[src/hdl/lzss_pkg.sv]
`timescale 1ns / 1ps
// ----------------------------------------------------------------------------
// LZSS decompressor package
// Shared constants, token phase codes, controller states and the command and
// status bundles between controller and datapath.
// ----------------------------------------------------------------------------
package lzss_pkg;

  localparam int WIN_DEPTH = 4096;
  localparam int WIN_AW    = $clog2(WIN_DEPTH);
  localparam int MIN_MATCH = 3;
  localparam int CNT_W     = 5;   // holds 15 + MIN_MATCH

  localparam logic [31:0] SHORT_LIMIT  = 32'd16;
  localparam logic [3:0]  GROUP_TOKENS = 4'd8;

  // Position in the compressed stream
  typedef enum logic [2:0] {
    PH_HDR0    = 3'd0,
    PH_HDR1    = 3'd1,
    PH_HDR2    = 3'd2,
    PH_HDR3    = 3'd3,
    PH_CONTROL = 3'd4,
    PH_TOKEN   = 3'd5,
    PH_REF2    = 3'd6
  } phase_t;

  // Controller states
  typedef enum logic [2:0] {
    S_RECV   = 3'b001,
    S_CPY_RD = 3'b010,
    S_CPY_WR = 3'b100
  } ctrl_state_t;

  typedef struct packed {
    logic accept;   // input transfer this cycle
    logic copy_rd;  // issue window read for the next copied byte
    logic copy_wr;  // retire the copied byte (emit and write back)
  } ctrl_cmd_t;

  typedef struct packed {
    logic ref_phase;   // next accepted byte closes a reference
    logic copy_emits;  // a copied byte would reach the output
    logic copy_last;   // current copied byte is the final one
    logic out_busy;    // output register holds a byte
  } dp_stat_t;

endpackage

[src/hdl/lzss_ctrl.sv]
`timescale 1ns / 1ps
// ----------------------------------------------------------------------------
// LZSS decompressor controller
// Sequences input transfers and the read/write steps of a reference copy.
// ----------------------------------------------------------------------------
module lzss_ctrl import lzss_pkg::*; (
  input  logic      clk,
  input  logic      rst_n,
  input  logic      in_tvalid,
  output logic      in_tready,
  input  logic      out_tready,
  input  dp_stat_t  st,
  output ctrl_cmd_t cmd
);

  ctrl_state_t state_r, state_nxt;
  logic        out_free;
  logic        advance;

  assign out_free  = !st.out_busy || out_tready;
  assign in_tready = (state_r == S_RECV) && out_free;
  // a copied byte that is dropped needs no output slot
  assign advance   = !st.copy_emits || out_free;

  assign cmd.accept  = in_tready && in_tvalid;
  assign cmd.copy_rd = (state_r == S_CPY_RD);
  assign cmd.copy_wr = (state_r == S_CPY_WR) && advance;

  always_comb begin
    state_nxt = state_r;
    case (state_r)
      S_RECV: begin
        if (cmd.accept && st.ref_phase) begin
          state_nxt = S_CPY_RD;
        end
      end
      S_CPY_RD: begin
        state_nxt = S_CPY_WR;
      end
      S_CPY_WR: begin
        if (advance) begin
          state_nxt = st.copy_last ? S_RECV : S_CPY_RD;
        end
      end
      default: begin
        state_nxt = S_RECV;
      end
    endcase
  end

  always_ff @(posedge clk) begin
    if (!rst_n) begin
      state_r <= S_RECV;
    end else begin
      state_r <= state_nxt;
    end
  end

endmodule

[config.mk]
export PLATFORM = sky130hd
export DESIGN_NAME = lzss_ctrl
export DESIGN_NICKNAME = d
export VERILOG_FILES = /design/src/hdl/lzss_pkg.sv /design/src/hdl/lzss_ctrl.sv
export SDC_FILE = /design/constraint.sdc
export NUM_CORES = 1
export LEC_CHECK = 0
export ABC_AREA = 1
export CORE_AREA = 2 2 39 41
export CTS_BUF_LIST = sky130_fd_sc_hd__clkbuf_4 sky130_fd_sc_hd__clkbuf_8
export DETAILED_ROUTE_END_ITERATION = 10
export DIE_AREA = 0 0 41 43
export DONT_BUFFER_PORTS = 1
export PLACE_DENSITY = 0.3
export SLEW_MARGIN = 15
export SYNTH_ARGS = -nofsm -noshare
export SYNTH_HDL_FRONTEND = slang
export SYNTH_SLANG_ARGS = --single-unit
[constraint.sdc]
create_clock -name clk -period 1.6 [get_ports clk]
set_clock_uncertainty 0.2 [all_clocks]
set_input_delay 0.08 -clock clk [delete_from_list [all_inputs] [get_ports clk]]
set_output_delay 0.08 -clock clk [all_outputs]
set_load 0.03 [all_outputs]
==> results.json <==
{
  "status": "finished, final reports clean",
  "cp_max_fo": 5,
  "cts.clk_slew.worst_paths_ps": 40,
  "first_pass_iters": 1,
  "clkLatencyLatePin_ps": 240,
  "power_density_nw_per_um2": 1360,
  "numCtsBuffers": 3,
  "std_cell_rows": 14,
  "stdcell_count": 58,
  "min-delay-path-class": "in -> reg",
  "wl_per_cell_um": 8.47,
  "vias": 219,
  "worstHoldStart": "st[1]",
  "n_antenna_cell": 0,
  "core_area_um2": 1380,
  "largest_reg_flops": 3,
  "place_inst": 50,
  "first_global_vias": 223,
  "place_ws_ps": 366,
  "syn_area_um2": 201,
  "fin_crit_ps": 1470,
  "max_cap_violations": 0,
  "overflow": 0,
  "grt_antenna_before_repair": 0,
  "max_freq_ghz": 0.681,
  "io_buffers": 0,
  "worst_r2r_path_depth": 6,
  "initial_core_util_pct": 14.6,
  "setup-violations-final": 0,
  "finalCritPeriodShare_pct": 91.8,
  "antenna_left": 0,
  "synth.area.top_cells": "dfxtp_1, inv_1, nand3_1",
  "synthCells": 31,
  "reg2reg_slack_ps": 370,
  "holdPathEnd": "state_r[0]$_SDFFE_PN1P_",
  "cp_data_arrival_time_ps": 1190,
  "syn_avg_cell_area_um2": 6.50,
  "routed_wl_um": 491,
  "regMostFlops": "state_r",
  "via_per_inst": 3.78,
  "tns_ps": 0,
  "fin_ws_ps": 131,
  "yosys.area.top_type": "dfxtp_1",
  "cts_sinks": 3,
  "ys_seq_elements": 3,
  "p_leak_uw": 0.000156,
  "postLayoutCoreUtil_pct": 22.7,
  "ys_warn_count": 0,
  "hold_violations": 0,
  "critPathLaunchType": "flop",
  "final_max_slew_viol_count": 0,
  "cts_setup_buffers": 0,
  "tightest_slew_ps": 288,
  "drtIter0Drc": 0,
  "route.detailed.drc": 0,
  "criticalPathCategory": "reg -> out",
  "ir_drop_uv": 352,
  "synth-seq-area-share_pct": 29.8,
  "drive_gt1_share_pct": 26.2,
  "synth_top_area_share_pct": 29.8,
  "grt_pass1_wl_um": 772,
  "ys_types": 14,
  "cp_data_required_time_ps": 1320,
  "dp_hpwl_um": 376,
  "reg2reg_from": "state_r[2]$_SDFFE_PN0P_",
  "syn_to_final_growth_pct": 55.9,
  "worstHoldPathCells": 4,
  "die_h_um": 43,
  "syn_nets": 39,
  "rr_endpoint": "state_r[1]$_SDFFE_PN0P_",
  "nNetsFinal": 51,
  "cts_buffer_depth": 2,
  "clockRootBuffer": "clkbuf_4",
  "max_slew_margin_pct": 80.8,
  "grt_usage_pct": 7.31,
  "end_kind": "primary output",
  "place_congestion": 0.631,
  "die_area_um2": 1760,
  "grt_max_degree": 6,
  "ctsHtreeMaxLevel": 1,
  "rsz0062_at_grt": "no",
  "io_pins": 12,
  "die_w_um": 41,
  "tritoncts": "yes",
  "reg_top3": "state_r: 3 flops"
}
## area by class of cell
class | instances | area (um^2)
tap | 16 | 20.0
timing repair buffer | 7 | 62.6
sequential | 3 | 60.1
clock buffer | 4 | 30.0
fill | 162 | 1070
inverter | 8 | 30.0
multi-input combinational | 20 | 111
## worst max-delay path, cell delays in order, from the launching register on
cell and delay, ps:
dfxtp_1 330, nor2_1 140, nand2_2 100, nor3b_1 190
buf_4 190
## worst max-delay path by stage
stage | startpoint | end | slack, ps | cells after the start
finish | state_r[2]$_SDFFE_PN0P_ | cmd[2] | 130 | 4
global route | state_r[2]$_SDFFE_PN0P_ | cmd[2] | 40 | 4
CTS | state_r[2]$_SDFFE_PN0P_ | cmd[2] | 110 | 4
detailed placement | state_r[2]$_SDFFE_PN0P_ | state_r[1]$_SDFFE_PN0P_ | 370 | 6
global placement | state_r[0]$_SDFFE_PN1P_ | state_r[2]$_SDFFE_PN0P_ | 380 | 4
floorplan | state_r[2]$_SDFFE_PN0P_ | cmd[2] | 60 | 3
## placed cells by master (no fill, tap or decap), drive strengths merged
master,n
o21a,1
o21ai,1
dlygate4sd3,4
inv,8
clkbuf,4
nand2,5
a31oi,1
o211ai,1
buf,3
nor3b,1
nor2,5
a21oi,1
dfxtp,3
nand3,4
## repair_timing
item / in CTS / in global routing
endpoints found under the hold margin: 3 / 0
hold buffers: 4 / 0
gates resized for setup: 0 / 0
endpoints found under the setup margin: 0 / 0
## cell families after synthesis
logic type | after synthesis | share of synthesized area (%)
buffers and inverters | 8 | 14.9
and+or+nand+nor | 15 | 39.8
DFF | 3 | 29.8
AOI/OAI and AO/OA | 5 | 15.5
## metal layers
layer,global-route usage (%),up-vias,share of wire [%]
met5,0,-,0
li1,-,118,-
met1,5.11,93,33
met2,11.6,6,56
met4,10.0,0,3.1
met3,2.62,2,7.7
## synth_stat cells
library cell	count
a21oi_1	1
dfxtp_1	3
nand3_1	4
nand2_2	2
nor2_2	1
nor3b_1	1
o21ai_1	1
a31oi_1	1
inv_1	8
o21a_1	1
nor2_1	3
nor2_4	1
o211ai_1	1
nand2_1	3
## metrics by stage
stage | power (uW) | hold WS, ps | instance area [um^2]
6_report | 426 | 7.33 | 314
5_1_grt | 451 | 32.3 | 314
3_3_place_gp | 267 | 12.2 | 244
4_1_cts | 434 | 9.97 | 314
3_5_place_dp | 266 | 3.34 | 244
2_1_floorplan | 225 | -21.4 | 201
## where the power goes
part	total [uW]	switching (uW)	leakage (uW)	internal (uW)
Combinational	168	105	0.000113	63.0
Clock	152	41.6	0.0000184	110
Sequential	105	14.4	0.0000246	91.0
Power figures use the tool's default switching activity.
